$ cat config.mk
export PLATFORM = sky130hd
export DESIGN_NAME = noise_channel_lfsr_envelope_flat
export DESIGN_NICKNAME = d
export VERILOG_FILES = /design/src/hdl/ncle_pkg.sv /design/src/hdl/ncle_req_if.sv /design/src/hdl/ncle_rsp_if.sv /design/src/hdl/ncle_step.sv /design/src/hdl/noise_channel_lfsr_envelope.sv /design/src/flat_wrapper.sv
export SDC_FILE = /design/constraint.sdc
export NUM_CORES = 1
export LEC_CHECK = 0
export BUFFER_PORTS_ARGS = -buffer_cell sky130_fd_sc_hd__buf_2
export CAP_MARGIN = 20
export CORE_UTILIZATION = 63
export DETAILED_ROUTE_END_ITERATION = 12
export PLACE_DENSITY = 0.81
export SLEW_MARGIN = 20
export SYNTH_ARGS = -nofsm -noshare
export SYNTH_HDL_FRONTEND = slang
export SYNTH_SLANG_ARGS = --single-unit
$ cat constraint.sdc
create_clock -name clock -period 5.9 [get_ports clock]
set_clock_uncertainty 0.05 [all_clocks]
set_input_delay 0.59 -clock clock [delete_from_list [all_inputs] [get_ports clock]]
set_output_delay 0.59 -clock clock [all_outputs]
set_load 0.02 [all_outputs]
$ cat src/hdl/ncle_pkg.sv
package ncle_pkg;

   typedef logic [2:0] kind_type;
   typedef logic [1:0] reg_index_type;

   localparam kind_type KIND_WRITE    = 3'd0;
   localparam kind_type KIND_LENGTH   = 3'd1;
   localparam kind_type KIND_ENVELOPE = 3'd2;
   localparam kind_type KIND_ADVANCE  = 3'd3;
   localparam kind_type KIND_DISABLE  = 3'd4;

   localparam reg_index_type REG_LENGTH   = 2'd0;
   localparam reg_index_type REG_ENVELOPE = 2'd1;
   localparam reg_index_type REG_POLY     = 2'd2;
   localparam reg_index_type REG_CONTROL  = 2'd3;

   localparam logic [14:0] LFSR_SEED   = 15'h7FFF;
   localparam logic [6:0]  LENGTH_FULL = 7'd64;
   localparam logic [23:0] COUNT_MIN   = 24'h800000;

   typedef struct packed {
      kind_type      kind;
      reg_index_type reg_index;
      logic [7:0]    write_value;
      logic [11:0]   cycles;
   } item_type;

   typedef struct packed {
      logic [6:0]  length_left;
      logic [3:0]  start_volume;
      logic        envelope_up;
      logic [2:0]  envelope_sweep;
      logic [2:0]  envelope_count;
      logic [3:0]  volume;
      logic [3:0]  clock_shift;
      logic        short_mode;
      logic [21:0] period_value;
      logic [23:0] down_counter;
      logic [14:0] shift_reg;
      logic        channel_on;
      logic        length_stop;
      logic [3:0]  held_sample;
   } state_type;

   function automatic logic [6:0] divisor(input logic [2:0] sel);
      logic [6:0] d;
      case (sel)
         3'd0:    d = 7'd8;
         3'd1:    d = 7'd16;
         3'd2:    d = 7'd32;
         3'd3:    d = 7'd48;
         3'd4:    d = 7'd64;
         3'd5:    d = 7'd80;
         3'd6:    d = 7'd96;
         default: d = 7'd112;
      endcase
      return d;
   endfunction

endpackage

$ cat src/hdl/ncle_req_if.sv
interface ncle_req_if;
   logic                    valid;
   logic                    ready;
   ncle_pkg::kind_type      kind;
   ncle_pkg::reg_index_type reg_index;
   logic [7:0]              write_value;
   logic [11:0]             cycles;

   modport source (output valid, kind, reg_index, write_value, cycles, input ready);
   modport sink (input valid, kind, reg_index, write_value, cycles, output ready);
endinterface

$ cat src/hdl/ncle_rsp_if.sv
interface ncle_rsp_if;
   logic       valid;
   logic       ready;
   logic [3:0] sample;
   logic       enabled;

   modport source (output valid, sample, enabled, input ready);
   modport sink (input valid, sample, enabled, output ready);
endinterface

$ cat src/hdl/ncle_step.sv
module ncle_step (
   input  ncle_pkg::item_type  item,
   input  ncle_pkg::state_type cur,
   output ncle_pkg::state_type nxt
);

   logic [24:0] diff;
   logic [23:0] cnt_sat;
   logic        cnt_expired;
   logic        fb;
   logic [14:0] lfsr_shift;
   logic [14:0] lfsr_next;
   logic [3:0]  sample_new;
   logic [2:0]  env_cnt;
   logic [21:0] period_new;
   logic [6:0]  length_dec;

   // counter saturates at the most negative 24-bit value
   assign diff        = {cur.down_counter[23], cur.down_counter} - {13'd0, item.cycles};
   assign cnt_sat     = (diff[24:23] == 2'b10) ? ncle_pkg::COUNT_MIN : diff[23:0];
   assign cnt_expired = cnt_sat[23] || (cnt_sat == 24'd0);

   assign fb         = cur.shift_reg[0] ^ cur.shift_reg[1];
   assign lfsr_shift = {fb, cur.shift_reg[14:1]};
   assign lfsr_next  = cur.short_mode ? {lfsr_shift[14:7], fb, lfsr_shift[5:0]} : lfsr_shift;
   assign sample_new = (cur.channel_on && !lfsr_next[0]) ? cur.volume : 4'd0;

   assign env_cnt    = (cur.envelope_count != 3'd0) ? cur.envelope_count - 3'd1
                                                     : cur.envelope_count;
   assign period_new = {15'd0, ncle_pkg::divisor(item.write_value[2:0])}
                       << item.write_value[7:4];
   assign length_dec = (cur.length_left != 7'd0) ? cur.length_left - 7'd1 : cur.length_left;

   always_comb begin
      nxt = cur;
      case (item.kind)
         ncle_pkg::KIND_WRITE: begin
            case (item.reg_index)
               ncle_pkg::REG_LENGTH: begin
                  nxt.length_left = ncle_pkg::LENGTH_FULL - {1'b0, item.write_value[5:0]};
               end
               ncle_pkg::REG_ENVELOPE: begin
                  nxt.start_volume   = item.write_value[7:4];
                  nxt.envelope_up    = item.write_value[3];
                  nxt.envelope_sweep = item.write_value[2:0];
               end
               ncle_pkg::REG_POLY: begin
                  nxt.clock_shift  = item.write_value[7:4];
                  nxt.short_mode   = item.write_value[3];
                  nxt.period_value = period_new;
               end
               ncle_pkg::REG_CONTROL: begin
                  nxt.length_stop = item.write_value[6];
                  if (item.write_value[7]) begin
                     nxt.channel_on = 1'b1;
                     if (cur.length_left == 7'd0) begin
                        nxt.length_left = ncle_pkg::LENGTH_FULL;
                     end
                     nxt.volume         = cur.start_volume;
                     nxt.envelope_count = cur.envelope_sweep;
                     nxt.down_counter   = {2'b00, cur.period_value};
                     nxt.shift_reg      = ncle_pkg::LFSR_SEED;
                  end
               end
               default: begin
               end
            endcase
         end
         ncle_pkg::KIND_LENGTH: begin
            nxt.length_left = length_dec;
            if (length_dec == 7'd0 && cur.length_stop) begin
               nxt.channel_on = 1'b0;
            end
         end
         ncle_pkg::KIND_ENVELOPE: begin
            if (cur.envelope_sweep != 3'd0) begin
               nxt.envelope_count = env_cnt;
               if (env_cnt == 3'd0) begin
                  if (cur.envelope_up) begin
                     if (cur.volume != 4'hF) nxt.volume = cur.volume + 4'd1;
                  end else begin
                     if (cur.volume != 4'h0) nxt.volume = cur.volume - 4'd1;
                  end
                  nxt.envelope_count = cur.envelope_sweep;
               end
            end
         end
         ncle_pkg::KIND_ADVANCE: begin
            nxt.down_counter = cnt_sat;
            if (cnt_expired) begin
               nxt.down_counter = cnt_sat + {2'b00, cur.period_value};
               nxt.shift_reg    = lfsr_next;
               nxt.held_sample  = sample_new;
            end
         end
         ncle_pkg::KIND_DISABLE: begin
            nxt.channel_on = 1'b0;
         end
         default: begin
         end
      endcase
   end

endmodule

$ cat src/hdl/noise_channel_lfsr_envelope.sv
// Noise channel: 15-bit LFSR with programmable period, volume envelope and
// length counter. Every item (register write, length tick, envelope tick,
// cycle advance or disable) yields one result item carrying the latched
// sample and the enable flag. One item is taken per clock while the result
// side does not stall; an accepted item passes through the input register,
// then the result register, before its result is presented. The channel state
// is updated once per item, and that loop sets the one-item-per-clock rate.
module noise_channel_lfsr_envelope (
   input  logic              clock,
   input  logic              reset,
   ncle_req_if.sink          req_ch,
   ncle_rsp_if.source        rsp_ch
);

   logic                s1_valid_ff;
   ncle_pkg::item_type  s1_item_ff;
   ncle_pkg::state_type state_ff;
   ncle_pkg::state_type state_in;
   logic                rsp_valid_ff;
   logic [3:0]          rsp_sample_ff;
   logic                rsp_enabled_ff;
   logic                s1_move;
   ncle_pkg::item_type  req_item;

   assign req_item = '{kind:        req_ch.kind,
                       reg_index:   req_ch.reg_index,
                       write_value: req_ch.write_value,
                       cycles:      req_ch.cycles};

   assign s1_move      = s1_valid_ff && (!rsp_valid_ff || rsp_ch.ready);
   assign req_ch.ready = !s1_valid_ff || s1_move;

   ncle_step u_step (
      .item (s1_item_ff),
      .cur  (state_ff),
      .nxt  (state_in)
   );

   always_ff @(posedge clock) begin
      if (reset) begin
         s1_valid_ff <= 1'b0;
      end else if (req_ch.ready) begin
         s1_valid_ff <= req_ch.valid;
      end
   end

   always_ff @(posedge clock) begin
      if (req_ch.ready && req_ch.valid) begin
         s1_item_ff <= req_item;
      end
   end

   always_ff @(posedge clock) begin
      if (reset) begin
         state_ff <= '{shift_reg: ncle_pkg::LFSR_SEED, default: '0};
      end else if (s1_move) begin
         state_ff <= state_in;
      end
   end

   always_ff @(posedge clock) begin
      if (reset) begin
         rsp_valid_ff <= 1'b0;
      end else if (s1_move) begin
         rsp_valid_ff <= 1'b1;
      end else if (rsp_ch.ready) begin
         rsp_valid_ff <= 1'b0;
      end
   end

   always_ff @(posedge clock) begin
      if (s1_move) begin
         rsp_sample_ff  <= state_in.held_sample;
         rsp_enabled_ff <= state_in.channel_on;
      end
   end

   assign rsp_ch.valid   = rsp_valid_ff;
   assign rsp_ch.sample  = rsp_sample_ff;
   assign rsp_ch.enabled = rsp_enabled_ff;

`ifndef SYNTHESIS
   // advance items never touch the volume
   a_adv_keeps_volume: assert property (@(posedge clock) disable iff (reset)
      (s1_move && s1_item_ff.kind == ncle_pkg::KIND_ADVANCE)
      |=> state_ff.volume == $past(state_ff.volume))
      else $error("volume changed on advance");

   // channel turns on only through a register write
   a_on_by_write: assert property (@(posedge clock) disable iff (reset)
      ($past(!reset) && $rose(state_ff.channel_on))
      |-> $past(s1_move && s1_item_ff.kind == ncle_pkg::KIND_WRITE))
      else $error("channel enabled without a write");

   // latched sample moves only on an advance
   a_sample_on_adv: assert property (@(posedge clock) disable iff (reset)
      ($past(!reset) && !$stable(state_ff.held_sample))
      |-> $past(s1_move && s1_item_ff.kind == ncle_pkg::KIND_ADVANCE))
      else $error("sample changed outside advance");

   // a new result is only ever loaded from the input stage
   a_rsp_from_stage: assert property (@(posedge clock) disable iff (reset)
      ($past(!reset) && $rose(rsp_valid_ff)) |-> $past(s1_valid_ff))
      else $error("result item without source item");
`endif

endmodule
$ cat src/flat_wrapper.sv
// flat-port wrapper written by rule: the top's interface ports become plain ports
module noise_channel_lfsr_envelope_flat 
  (clock, reset, req_ch_valid, req_ch_kind, req_ch_reg_index, req_ch_write_value, req_ch_cycles, req_ch_ready, rsp_ch_valid, rsp_ch_sample, rsp_ch_enabled, rsp_ch_ready);
  ncle_req_if req_ch_i ();
  ncle_rsp_if rsp_ch_i ();
  input  logic clock;
  input  logic reset;
  input wire logic [$bits(req_ch_i.valid)-1:0] req_ch_valid;
  input wire logic [$bits(req_ch_i.kind)-1:0] req_ch_kind;
  input wire logic [$bits(req_ch_i.reg_index)-1:0] req_ch_reg_index;
  input wire logic [$bits(req_ch_i.write_value)-1:0] req_ch_write_value;
  input wire logic [$bits(req_ch_i.cycles)-1:0] req_ch_cycles;
  output wire logic [$bits(req_ch_i.ready)-1:0] req_ch_ready;
  output wire logic [$bits(rsp_ch_i.valid)-1:0] rsp_ch_valid;
  output wire logic [$bits(rsp_ch_i.sample)-1:0] rsp_ch_sample;
  output wire logic [$bits(rsp_ch_i.enabled)-1:0] rsp_ch_enabled;
  input wire logic [$bits(rsp_ch_i.ready)-1:0] rsp_ch_ready;
  assign req_ch_i.valid = req_ch_valid;
  assign req_ch_i.kind = req_ch_kind;
  assign req_ch_i.reg_index = req_ch_reg_index;
  assign req_ch_i.write_value = req_ch_write_value;
  assign req_ch_i.cycles = req_ch_cycles;
  assign req_ch_ready = req_ch_i.ready;
  assign rsp_ch_valid = rsp_ch_i.valid;
  assign rsp_ch_sample = rsp_ch_i.sample;
  assign rsp_ch_enabled = rsp_ch_i.enabled;
  assign rsp_ch_i.ready = rsp_ch_ready;
  noise_channel_lfsr_envelope u_core (.clock(clock), .reset(reset), .req_ch(req_ch_i), .rsp_ch(rsp_ch_i));
endmodule
Word level (Yosys, flattened, before mapping)
Cells that the tools add are included.
{"block": "word_totals", "reg_bits": 122, "inputBits": 29, "out_inout_bits": 7, "wordCells": 116}
{"block": "op_classes", "addsub": 7, "eq_ne": 25, "shift": 1, "n_mux": 28, "bitwise": 1, "reduce_logical": 33}
{"operator": "one-hot mux 39 bit (2 select lines)", "n": 1}
{"operator": "two-way mux 7 bit", "n": 8}
{"operator": "one-hot mux 7 bit (7 select lines)", "n": 1}
{"operator": "one-hot mux 7 bit (2 select lines)", "n": 3}
{"operator": "two-way mux 41 bit", "n": 1}
{"operator": "two-way mux 40 bit", "n": 1}
{"operator": "two-way mux 39 bit", "n": 1}
{"operator": "subtractor 24 x 13 -> 25 bit", "n": 1}
{"operator": "adder 24 x 22 -> 24 bit", "n": 1}
{"operator": "zero test 24 bit", "n": 1}
{"operator": "two-way mux 24 bit", "n": 1}
{"operator": "two-way mux 4 bit", "n": 6}
{"operator": "<< shifter 7 x 4 -> 22 bit", "n": 1}
{"operator": "AND reduction 5 bit", "n": 3}
{"operator": "zero test 7 bit", "n": 2}
{"operator": "== test 3 x 2 -> 1 bit, second input constant", "n": 4}
{"operator": "== test 3 bit, second input constant", "n": 4}
{"operator": "zero test 3 bit", "n": 3}
{"operator": "AND reduction 3 bit", "n": 3}
{"operator": "AND reduction 8 bit", "n": 1}
{"operator": "nonzero test 2 bit", "n": 4}
{"operator": "nonzero test 7 bit", "n": 1}
{"operator": "subtractor 7 x 1 -> 7 bit, second input constant", "n": 1}
{"operator": "subtractor 7 x 6 -> 7 bit, first input constant", "n": 1}
{"operator": "23 further kinds", "n": 41}

Logic depth before layout (Yosys ltp)
Gate-level depths: netlist of run 1.
{"block": "logic_depth", "depth_word": 7, "ltp_mapped": 24, "depth_no_buf": 22}

Cells and area by module
From an unflattened synthesis of run 1, not the netlist that was laid out.
{"block": "unflattened", "hier_cells": 1276, "area_unflattened_um2": 10309.9}
{"mod": "ncle_step", "instances": 1, "cells_per_inst": 828, "area_each_um2": 5180.0, "seq_area_each_um2": 0.0}
{"mod": "noise_channel_lfsr_envelope", "instances": 1, "cells_per_inst": 448, "area_each_um2": 5129.9, "seq_area_each_um2": 2822.7}

Worst setup path after synthesis of run 1
OpenSTA, ideal clock, no wires.
{"block": "synth_timing", "kind": "reg-to-reg", "startpoint": "register u_core.state_ff[21] in the netlist's numbering", "endpoint": "register u_core.state_ff[38] in the netlist's numbering", "setup_ns": 0.095, "arrival_time_ns": 4.848, "t_required_ns": 5.755, "setup_slack_ns": 0.907, "stages_incl_launch_ff": 25, "path_buffers": 2, "synth_period_minus_slack_ns": 4.993, "path_cell_list": "dfxtp_1 > inv_1 > ha_1 > inv_1 > fa_1 > a211oi_1 > o21ai_0 > a21o_1 > nor3_1 > mux2i_1 > nor3_1 > clkbuf_1 > buf_1 > nor2_1 > ha_1 > fa_1 > a21oi_1 > o211ai_1 > o211ai_1 > nand3b_1 > a21o_1 > a21oi_1 > xnor2_1 > o211ai_1 > a221oi_1"}
{"block": "synth_between", "elab_chain_len": 7, "elab_cells_between_ends": 8, "cone_classes": "add/sub (2); eq/ne (1); mux (3); reduce/logical (2)"}
{"element": "start, declared", "line": "noise_channel_lfsr_envelope.sv:17", "text": "ncle_pkg::state_type state_ff;"}
{"element": "start signal, assigned", "line": "noise_channel_lfsr_envelope.sv:57", "text": "state_ff <= state_in;"}
{"element": "subtractor 24 x 13 -> 25 bit *", "line": "ncle_step.sv:19", "text": "assign diff = {cur.down_counter[23], cur.down_counter} - {13'd0, item.cycles};"}
{"element": "== test 2 bit", "line": "ncle_step.sv:20", "text": "assign cnt_sat = (diff[24:23] == 2'b10) ? ncle_pkg::COUNT_MIN : diff[23:0];"}
{"element": "two-way mux 24 bit *", "line": "ncle_step.sv:20"}
{"element": "parallel branches: the longest is 2 deep, another holds adder 24 x 22 -> 24 bit"}
{"element": "two-way mux 39 bit *", "line": "ncle_step.sv:90", "text": "if (cnt_expired) begin"}
{"element": "one-hot mux 39 bit (2 select lines) *", "line": "ncle_step.sv:36", "text": "case (item.kind)"}
Mark *: on every way between the ends. The select of a mux whose other input is x is not followed.
A chain may end at the register's enable or synchronous reset.

Worst setup path in the final report of run 1
Same ends and word-level chain as after synthesis.

==> reports/qor.yml, run 1 <==
rows: 40
ys_seq_area_frac: 0.3376
r2r_cells: 23
track_usage: 0.3228
num_vias: 7247
yosysTopAreaCell: "dfxtp_1"
peakVddDrop_mv: 0.2593
antenna_cells: 0
synth_warnings: 0
max_cap_viol_count: 0
synth-async-reset-ratio: 0
clkSinkCount: 119
max-slew-margin-rel: 0.4577
ys_seq_elements: 119
syn-cell-area_sq_um: 7945
overflow: 0
synth_area_per_cell_sq_um: 8.381
cp-end-kind: "flop"
pre_cts_ws_ns: 0.8868
max_clock_freq_mhz: 192.7
cts_buffer_depth: 2
core-area_sq_um: 12160
drt_first_pass_iters: 5
hp-start: "req_ch_cycles[5]"
hold_violations: 0
rr_startpoint: "u_core.state_ff[21]"
die_w_um: 114.3
start_util: 0.6533
postCtsSetupBuffers: 0
cts_tree: "built"
die_area_sq_um: 13060
max_slew.worst_pin.slew_ns: 0.8032
cts_max_level: 4
setup_slack_ns: 0.7104
synthFlopType: "dfxtp_1"
criticalPathCategory: "flop to flop"
die_h_um: 114.3
synth-edff-count: 30
grt_setup_unrepaired: "false"
layout.nets: 1037
fill_cells: 974
drive_gt1_frac: 0.1213
dp.cells: 1109
clk_latency_ns: 0.43
gp_congestion: 0.9650
synthToLayoutAreaGrowth_pct: 10.83
cts-resized-gates: 0
status: "completed"
min_period_ns: 5.190
wl_per_cell_um: 17.64
hold_depth: 1
grt_pass1_vias: 6576
routed_wl_um: 20130
worstPathRequired_ns: 6.17
cts_hold_buf: 0
drc: 0
drt-initial-drc-count: 761
fin_setup_tns_ns: 0
cts-root-buf: "clkbuf_16"
hold_class: "input port to flop"
finalPower_mw: 2.341
utilization: 0.7241
yosysUniqueCellTypes: 81
start_kind: "flop"
syn_inst: 948
critPathMaxFanout: 12
powerDensity_nw_per_um2: 265.8
numCtsBuffers: 17
io-pin-count: 36
io_buffer_count: 35
dp_hpwl_um: 14080
antenna_left: 0
clk_pin_slew_ns: 0.06
final_cells: 1141
min_period_over_period: 0.8796
via_per_inst: 6.351
slew_viol_final: 0
critPathArrivalTime_ns: 5.46
cellLeakagePower_nw: 3.480
regToRegSetupSlack_ns: 0.71
crit_start: "u_core.state_ff[21]"
synthTopCellsByArea: "dfxtp_1 (22%), edfxtp_1 (11%), ha_1 (7.1%)"
antenna_found_initial: 0
synth_fp_nets: 1025
finalSetupViolations: 0
yosysTopAreaCellShare: 0.2243
grt_pass1_wl_um: 32870
grt_max_degree: 58
[metrics by stage]
| stage | hold WS (ns) | area (sq um) |
|---|---|---|
| final | 0.2889 | 8806 |
| after global placement | 0.3911 | 8184 |
| after detailed placement | 0.3978 | 8189 |
| after floorplan | 0.3819 | 7945 |
| after global routing | 0.2823 | 8806 |
| after CTS | 0.2888 | 8805 |
[metal layers]
layer  share of wire  GRT usage  routed length, um
met3           0.090    0.06935               1803
met5               0          0                  0
met1            0.46     0.4589               9310
met4           0.020     0.1091                410
met2            0.43     0.4857               8604
[critical path, cell delays in order, from the launching register on]
cell and delay, ns:
dfxtp_1 0.31, inv_1 0.05, ha_1 0.17, inv_1 0.06, fa_1 0.41, a211oi_1 0.38
o21ai_0 0.24, a21o_1 0.24, nor3_1 0.13, mux2i_1 0.12, nor3_2 0.21, buf_4 0.27
nor2_1 0.07, ha_1 0.23, fa_1 0.40, a21oi_1 0.19, o211ai_1 0.18, o211ai_1 0.28
nand3b_1 0.17, a21o_1 0.20, a21oi_1 0.16, xnor2_1 0.14, o211ai_1 0.10, a221oi_1 0.30
[flip-flops by register name, indices dropped and copies added, names as in the netlist]
| register | cells |
|---|---|
| u_core.rsp_ch.enabled | 1 |
| u_core.rsp_ch.sample | 4 |
| u_core.rsp_ch.valid | 1 |
| u_core.s1_item_ff | 25 |
| u_core.s1_valid_ff | 1 |
| u_core.state_ff | 87 |
[cell usage after synthesis, drive strengths merged (3+ instances only)]
| master | count |
|---|---|
| a211oi | 19 |
| a21o | 10 |
| a21oi | 60 |
| a221oi | 17 |
| a22oi | 16 |
| a2bb2oi | 14 |
| a311oi | 5 |
| a31oi | 7 |
| a32oi | 3 |
| and2 | 12 |
| and3 | 13 |
| buf | 12 |
| clkbuf | 43 |
| dfxtp | 89 |
| edfxtp | 30 |
| fa | 3 |
| ha | 45 |
| inv | 40 |
| mux2 | 6 |
| mux2i | 16 |
| nand2 | 67 |
| nand2b | 10 |
| nand3 | 27 |
| nand3b | 4 |
| nand4 | 3 |
| nor2 | 120 |
| nor2b | 14 |
| nor3 | 37 |
| nor3b | 4 |
| nor4 | 8 |
| o211ai | 33 |
| o21a | 6 |
| o21ai | 53 |
| o22ai | 4 |
| o311ai | 4 |
| or2 | 7 |
| or3 | 7 |
| or4 | 3 |
| xnor2 | 29 |
| xor2 | 12 |
[kinds of logic after synthesis]
kind of cell | after synthesis | share of synthesized area
multiplexers | 22 | 0.02866
AND/OR/NAND/NOR | 342 | 0.2068
flip-flops | 119 | 0.3376
adder cells (fa/ha/maj) | 48 | 0.07843
AO/OA/AOI/OAI | 280 | 0.2523
XOR/XNOR | 41 | 0.04520
buffers and inverters | 96 | 0.05102
[area by class of cell]
type                            instances  area (sq um)  share of cell area
Clock inverter                          7         88.84             0.01009
Sequential cell                       119          2683              0.3046
Tap cell                              168         210.2             0.02387
Timing Repair Buffer                   48         272.8             0.03097
Multi-Input combinational cell        733          4871              0.5531
Clock buffer                           25         526.8             0.05982
Inverter                               41         153.9             0.01748
[layout by cell type (no fill, tap or decap), drive strengths merged, types with 27 or more instances in the layout]
cell type  netlist  routed
ha              45      45
xnor2           29      29
inv             40      40
o21ai           53      53
a21oi           60      60
nand2           67      67
edfxtp          30      30
nand3           27      27
o211ai          33      33
buf             12      48
nor3            37      37
dfxtp           89      89
nor2           120     120
[path summary, 6_finish.rpt]
path | to
min | u_core.s1_item_ff[5]
min reg2reg | u_core.state_ff[21]
max | u_core.state_ff[38]
max reg2reg | u_core.state_ff[38]
[power by group]
part,switching (mW),total [mW],leakage [nW],internal [mW]
clock,0.370,1.07,0.308,0.701
sequential,0.0230,0.881,1.01,0.858
combinational,0.245,0.389,2.16,0.145
total,0.637,2.34,3.48,1.70
No activity file was read; power rests on OpenSTA's default activity.
==> run 2, diff against run 1 <==
ABC_AREA = 1   (was default)
==> run 2 against run 1 <==
Total power is 8.9% higher. Hold slack worse by 0.0045 ns. Routed wire length is 4.8% higher. Die area is 4.3% higher. Flip-flop and latch count stayed put. Critical endpoint is now u_core.state_ff[40]. Highest routed layer unchanged. Cell count is 26% higher. Setup slack better by 0.64 ns. Synthesized area is 4.4% higher.
==> reports/qor.yml, run 2 <==
via_per_inst: 5.705
largest_register_ffs: 87
cp-end-kind: "flop"
grt_pass1_vias: 7387
max-slew-margin-rel: 0.2826
cts-root-buf: "clkbuf_16"
final_cells: 1436
track_usage: 0.3247
synth-async-reset-ratio: 0
dp_hpwl_um: 15120
grt_pass1_wl_um: 34130
hold_violations: 0
cellLeakagePower_nw: 4.524
cts-resized-gates: 0
synthTopCellsByArea: "dfxtp_1 (21%), nand2_1 (14%), edfxtp_1 (11%)"
top_register: "u_core.state_ff"
postCtsSetupBuffers: 0
dr.max_layer_used: "met4"
die_area_sq_um: 13630
powerDensity_nw_per_um2: 279.1
layout_common_cells: "nand2_1 (317), inv_1 (185), a21oi_1 (110), nand3_1 (98), nor2_1 (90)"
clk_pin_slew_ns: 0.06
synth_warnings: 0
synth_area_per_cell_sq_um: 6.717
synth-edff-count: 30
yosysMostFrequentCell: "nand2_1"
peakVddDrop_mv: 0.2398
finalPower_mw: 2.550
max_slew.worst_pin.slew_ns: 1.075
netlist_top_cells_count: "nand2_1 (317), inv_1 (185), a21oi_1 (110)"
rows: 41
drt_first_pass_iters: 5
synth_fp_nets: 1312
wl_met2_um: 9510
critPathArrivalTime_ns: 4.83
clk_latency_ns: 0.43
min_period_ns: 4.548
start_util: 0.6520
yosysUniqueCellTypes: 42
wl_per_cell_um: 14.69
dp.cells: 1404
finalSetupViolations: 0
final_common_cell: "nand2_1"
io-pin-count: 36
die_w_um: 116.8
critPathMaxFanout: 32
drc: 0
worstPathRequired_ns: 6.18
grt_setup_unrepaired: "false"
synthToLayoutAreaGrowth_pct: 10.14
max_cap_viol_count: 0
ys_seq_area_frac: 0.3234
cts_tree: "built"
layout.nets: 1328
core-area_sq_um: 12720
routed_wl_um: 21100
syn_inst: 1235
whs_ns: 0.2845
start_kind: "flop"
min_period_over_period: 0.7709
antenna_left: 0
io_buffer_count: 35
clkSinkCount: 119
cts_buffer_depth: 2
grt_max_degree: 62
fin_setup_tns_ns: 0
wl_met1_um: 9725
drive_gt1_frac: 0.07437
num_vias: 8193
die_h_um: 116.8
antenna_found_initial: 0
hold_class: "input port to flop"
synthFlopType: "dfxtp_1"
cts_hold_buf: 0
antenna_cells: 0
yosysTopAreaCell: "dfxtp_1"
wl_met3_um: 1367
overflow: 0
numCtsBuffers: 17
yosysTopAreaCellShare: 0.2148
criticalPathCategory: "flop to flop"
gp_congestion: 0.9433
ys_seq_elements: 119
max_clock_freq_mhz: 219.9
slew_viol_final: 0
syn-cell-area_sq_um: 8295
status: "completed"
utilization: 0.7181
cts_max_level: 4
drt-initial-drc-count: 879
[run 2: layout make-up]
type,instances,area (sq um)
multi-input cells,882,4683
flip-flops and latches,119,2683
clock inverters,15,200.2
repair buffers,40,212.7
fillers,1108,3586
clock buffers,17,425.4
well taps,172,215.2
inverters,191,716.9
[run 2: through the flow]
| stage | setup WS (ns) | area (sq um) |
|---|---|---|
| floorplan | 2.003 | 8295 |
| global placement | 1.567 | 8504 |
| detailed placement | 1.395 | 8511 |
| CTS | 1.379 | 9136 |
| global route | 0.8896 | 9136 |
| finish | 1.352 | 9136 |
[run 2: cells by family after synthesis]
kind of cell | Yosys count | share of synthesized area
simple gates | 590 | 0.3103
buf+inv | 234 | 0.1142
compound gates | 211 | 0.1421
flops | 119 | 0.3234
fa+ha+maj | 48 | 0.07511
xor+xnor | 32 | 0.03379
mux | 1 | 0.001207
[run 2: critical path, cell delays in order (launching register included)]
cell and delay [ns]:
dfxtp_1 0.31, inv_1 0.06, ha_1 0.13, inv_1 0.06
fa_1 0.42, nand2_1 0.09, inv_1 0.05, nand2_1 0.05
nand2_1 0.07, nand2_1 0.06, nand2_1 0.09, nand2_1 0.08
nand2_1 0.05, nand2_1 0.09, nand3_2 0.48, nand2_1 0.22
inv_1 0.08, ha_1 0.25, fa_1 0.50, a21oi_1 0.23
o21ai_0 0.16, a21boi_0 0.32, o21bai_1 0.13, xor2_1 0.15
nand3_1 0.08, nand3_1 0.09, nand2_1 0.06, inv_1 0.04
[run 2: worst paths after layout]
check | startpoint | cells past startpoint | to | slack [ns]
max | u_core.state_ff[21] | 27 | u_core.state_ff[40] | 1.35
min | req_ch_write_value[3] | 1 | u_core.s1_item_ff[15] | 0.28
max reg2reg | u_core.state_ff[21] | 27 | u_core.state_ff[40] | 1.35
min reg2reg | u_core.state_ff[23] | 2 | u_core.state_ff[23] | 0.42
[run 2: metal layers]
metal  up-vias  GRT usage
met3        49    0.06227
li1       4098          -
met5         -          0
met4         0     0.1308
met1      3713     0.4249
met2       333     0.5274
[run 2: where the power goes]
group,leakage [nW],switching [mW],total [mW],internal [mW]
Clock,0.298,0.393,1.10,0.707
Combinational,3.21,0.395,0.568,0.173
Sequential,1.01,0.0188,0.882,0.863
==> run 3, diff against run 2 <==
clock period = 4.7 ns   (was 5.9 ns; I/O delays follow)
==> run 3 against run 2 <==
Combinational power increased by 27%. Core utilization increased by 0.48 points. Cell area increased by 0.67%. Hold slack got worse by 0.12 ns. Non-clock buffer count increased by 6. Count of clock-buffer cells in the layout increased by 2. Sequential power increased by 26%. First-iteration DRC count decreased by 11%. Clock power increased by 25%. Critical path depth increased by 2.
==> reports/qor.yml, run 3 (synthesis results as in run 2) <==
die_w_um: 116.8
drt_first_pass_iters: 5
die_h_um: 116.8
grt_pass1_vias: 7524
synthToLayoutAreaGrowth_pct: 10.87
placedInstanceArea_sq_um: 8569
worstPathRequired_ns: 5.02
gp_congestion: 0.9662
min_period_ns: 4.288
grt_setup_unrepaired: "false"
num_vias: 8258
whs_ns: 0.1694
io_buffer_count: 35
cts_max_level: 4
cts_hold_buf: 0
cellLeakagePower_nw: 4.568
max-slew-margin-rel: 0.2625
antenna_found_initial: 0
largest_register_ffs: 87
cts-root-buf: "clkbuf_16"
critPathMaxFanout: 26
via_per_inst: 5.727
criticalPathCategory: "flop to flop"
cpMostUsedCell: "nand2_1"
antenna_left: 0
max_slew.worst_pin.slew_ns: 1.096
clkSinkCount: 119
worst_path_max_delay_cell: "fa_1"
peakVddDrop_mv: 0.2515
fin_area_sq_um: 9198
clk_pin_slew_ns: 0.06
top_register: "u_core.state_ff"
hold_class: "input port to flop"
grt_pass1_wl_um: 34810
drc: 0
die_area_sq_um: 13630
dp_hpwl_um: 15450
finalSetupViolations: 0
setup_slack_ns: 0.4120
core-area_sq_um: 12720
layout_common_cells: "nand2_1 (317), inv_1 (185), a21oi_1 (110), nand3_1 (98), nor2_1 (90)"
critPathArrivalTime_ns: 4.60
cp-end-kind: "flop"
status: "completed"
pre_cts_ws_ns: 0.5758
drive_gt1_frac: 0.07795
critPathMaxStageDelay_ns: 0.43
layout.nets: 1334
cts_buffer_depth: 2
fin_setup_tns_ns: 0
antenna_cells: 0
slew_viol_final: 0
max_clock_freq_mhz: 233.2
clk_latency_ns: 0.43
fill_cells: 1081
wl_per_cell_um: 15.00
io-pin-count: 36
overflow: 0
routed_wl_um: 21620
max_cap_viol_count: 0
start_kind: "flop"
min_period_over_period: 0.9123
rows: 41
cts_tree: "built"
track_usage: 0.3322
path_buf_inv: 6
hold_violations: 0
drt-initial-drc-count: 781
start_util: 0.6520
cts-resized-gates: 0
powerDensity_nw_per_um2: 348.7
regToRegSetupSlack_ns: 0.41
numCtsBuffers: 17
final_common_cell: "nand2_1"
grt_max_degree: 62
utilization: 0.7230
path_delay_family: "simple AND/OR/NAND/NOR gates"
postCtsSetupBuffers: 0
[run 3: cell types whose count changed in the layout (fill, tap and decap cells not counted)]
cell | previous run | this run
nor3_4 | 2 | 1
buf_16 | 0 | 1
buf_4 | 5 | 10
clkbuf_16 | 17 | 18
clkbuf_8 | 0 | 1
bufinv_16 | 4 | 3
clkinv_1 | 4 | 5
clkinv_2 | 2 | 1
clkinv_4 | 2 | 4
nor3_2 | 0 | 1
clkinvlp_4 | 3 | 0
[run 3: stage by stage]
step | std cells | power (mW)
finish | 1442 | 3.207
global placement | 1409 | 1.816
global route | 1442 | 3.343
floorplan | 1235 | 1.682
detailed placement | 1410 | 1.828
CTS | 1442 | 3.195
[run 3: path summary, 6_finish.rpt]
kind	from	endpoint	cells after the start
worst max-delay path	u_core.state_ff[21]	u_core.state_ff[40]	29
worst min-delay path	req_ch_cycles[4]	u_core.s1_item_ff[4]	1
worst max register to register	u_core.state_ff[21]	u_core.state_ff[40]	29
worst min register to register	u_core.state_ff[21]	u_core.state_ff[21]	2
[run 3: routing by layer]
| layer | GRT usage | wire (um) |
|---|---|---|
| met1 | 0.4265 | 9619 |
| met2 | 0.5527 | 10080 |
| met5 | 0 | 0 |
| met3 | 0.06227 | 1503 |
| met4 | 0.1308 | 423 |
[run 3: report_power, final]
part	total (mW)	switching, mW	internal (mW)	leakage [nW]
Sequential	1.11	0.0239	1.08	1.01
Combinational	0.724	0.497	0.227	3.25
Clock	1.38	0.494	0.882	0.309
[run 3: layout make-up]
| type | count | area [sq um] | share of cell area |
|---|---|---|---|
| tap | 172 | 215.2 | 0.02340 |
| sequential | 119 | 2683 | 0.2917 |
| timing repair buffer | 46 | 277.8 | 0.03020 |
| clock inverter | 13 | 163.9 | 0.01782 |
| inverter | 191 | 716.9 | 0.07795 |
| clock buffer | 19 | 464.2 | 0.05047 |
| multi-input combinational | 882 | 4677 | 0.5085 |
[run 3: worst register-to-register path: cells and delay by family (launching register included)]
family / cells / cell delay [ns]
buf+inv: 6 / 0.55
compound gates: 5 / 1.02
simple gates: 14 / 1.16
flops: 1 / 0.31
fa+ha+maj: 3 / 0.97
xor+xnor: 1 / 0.17
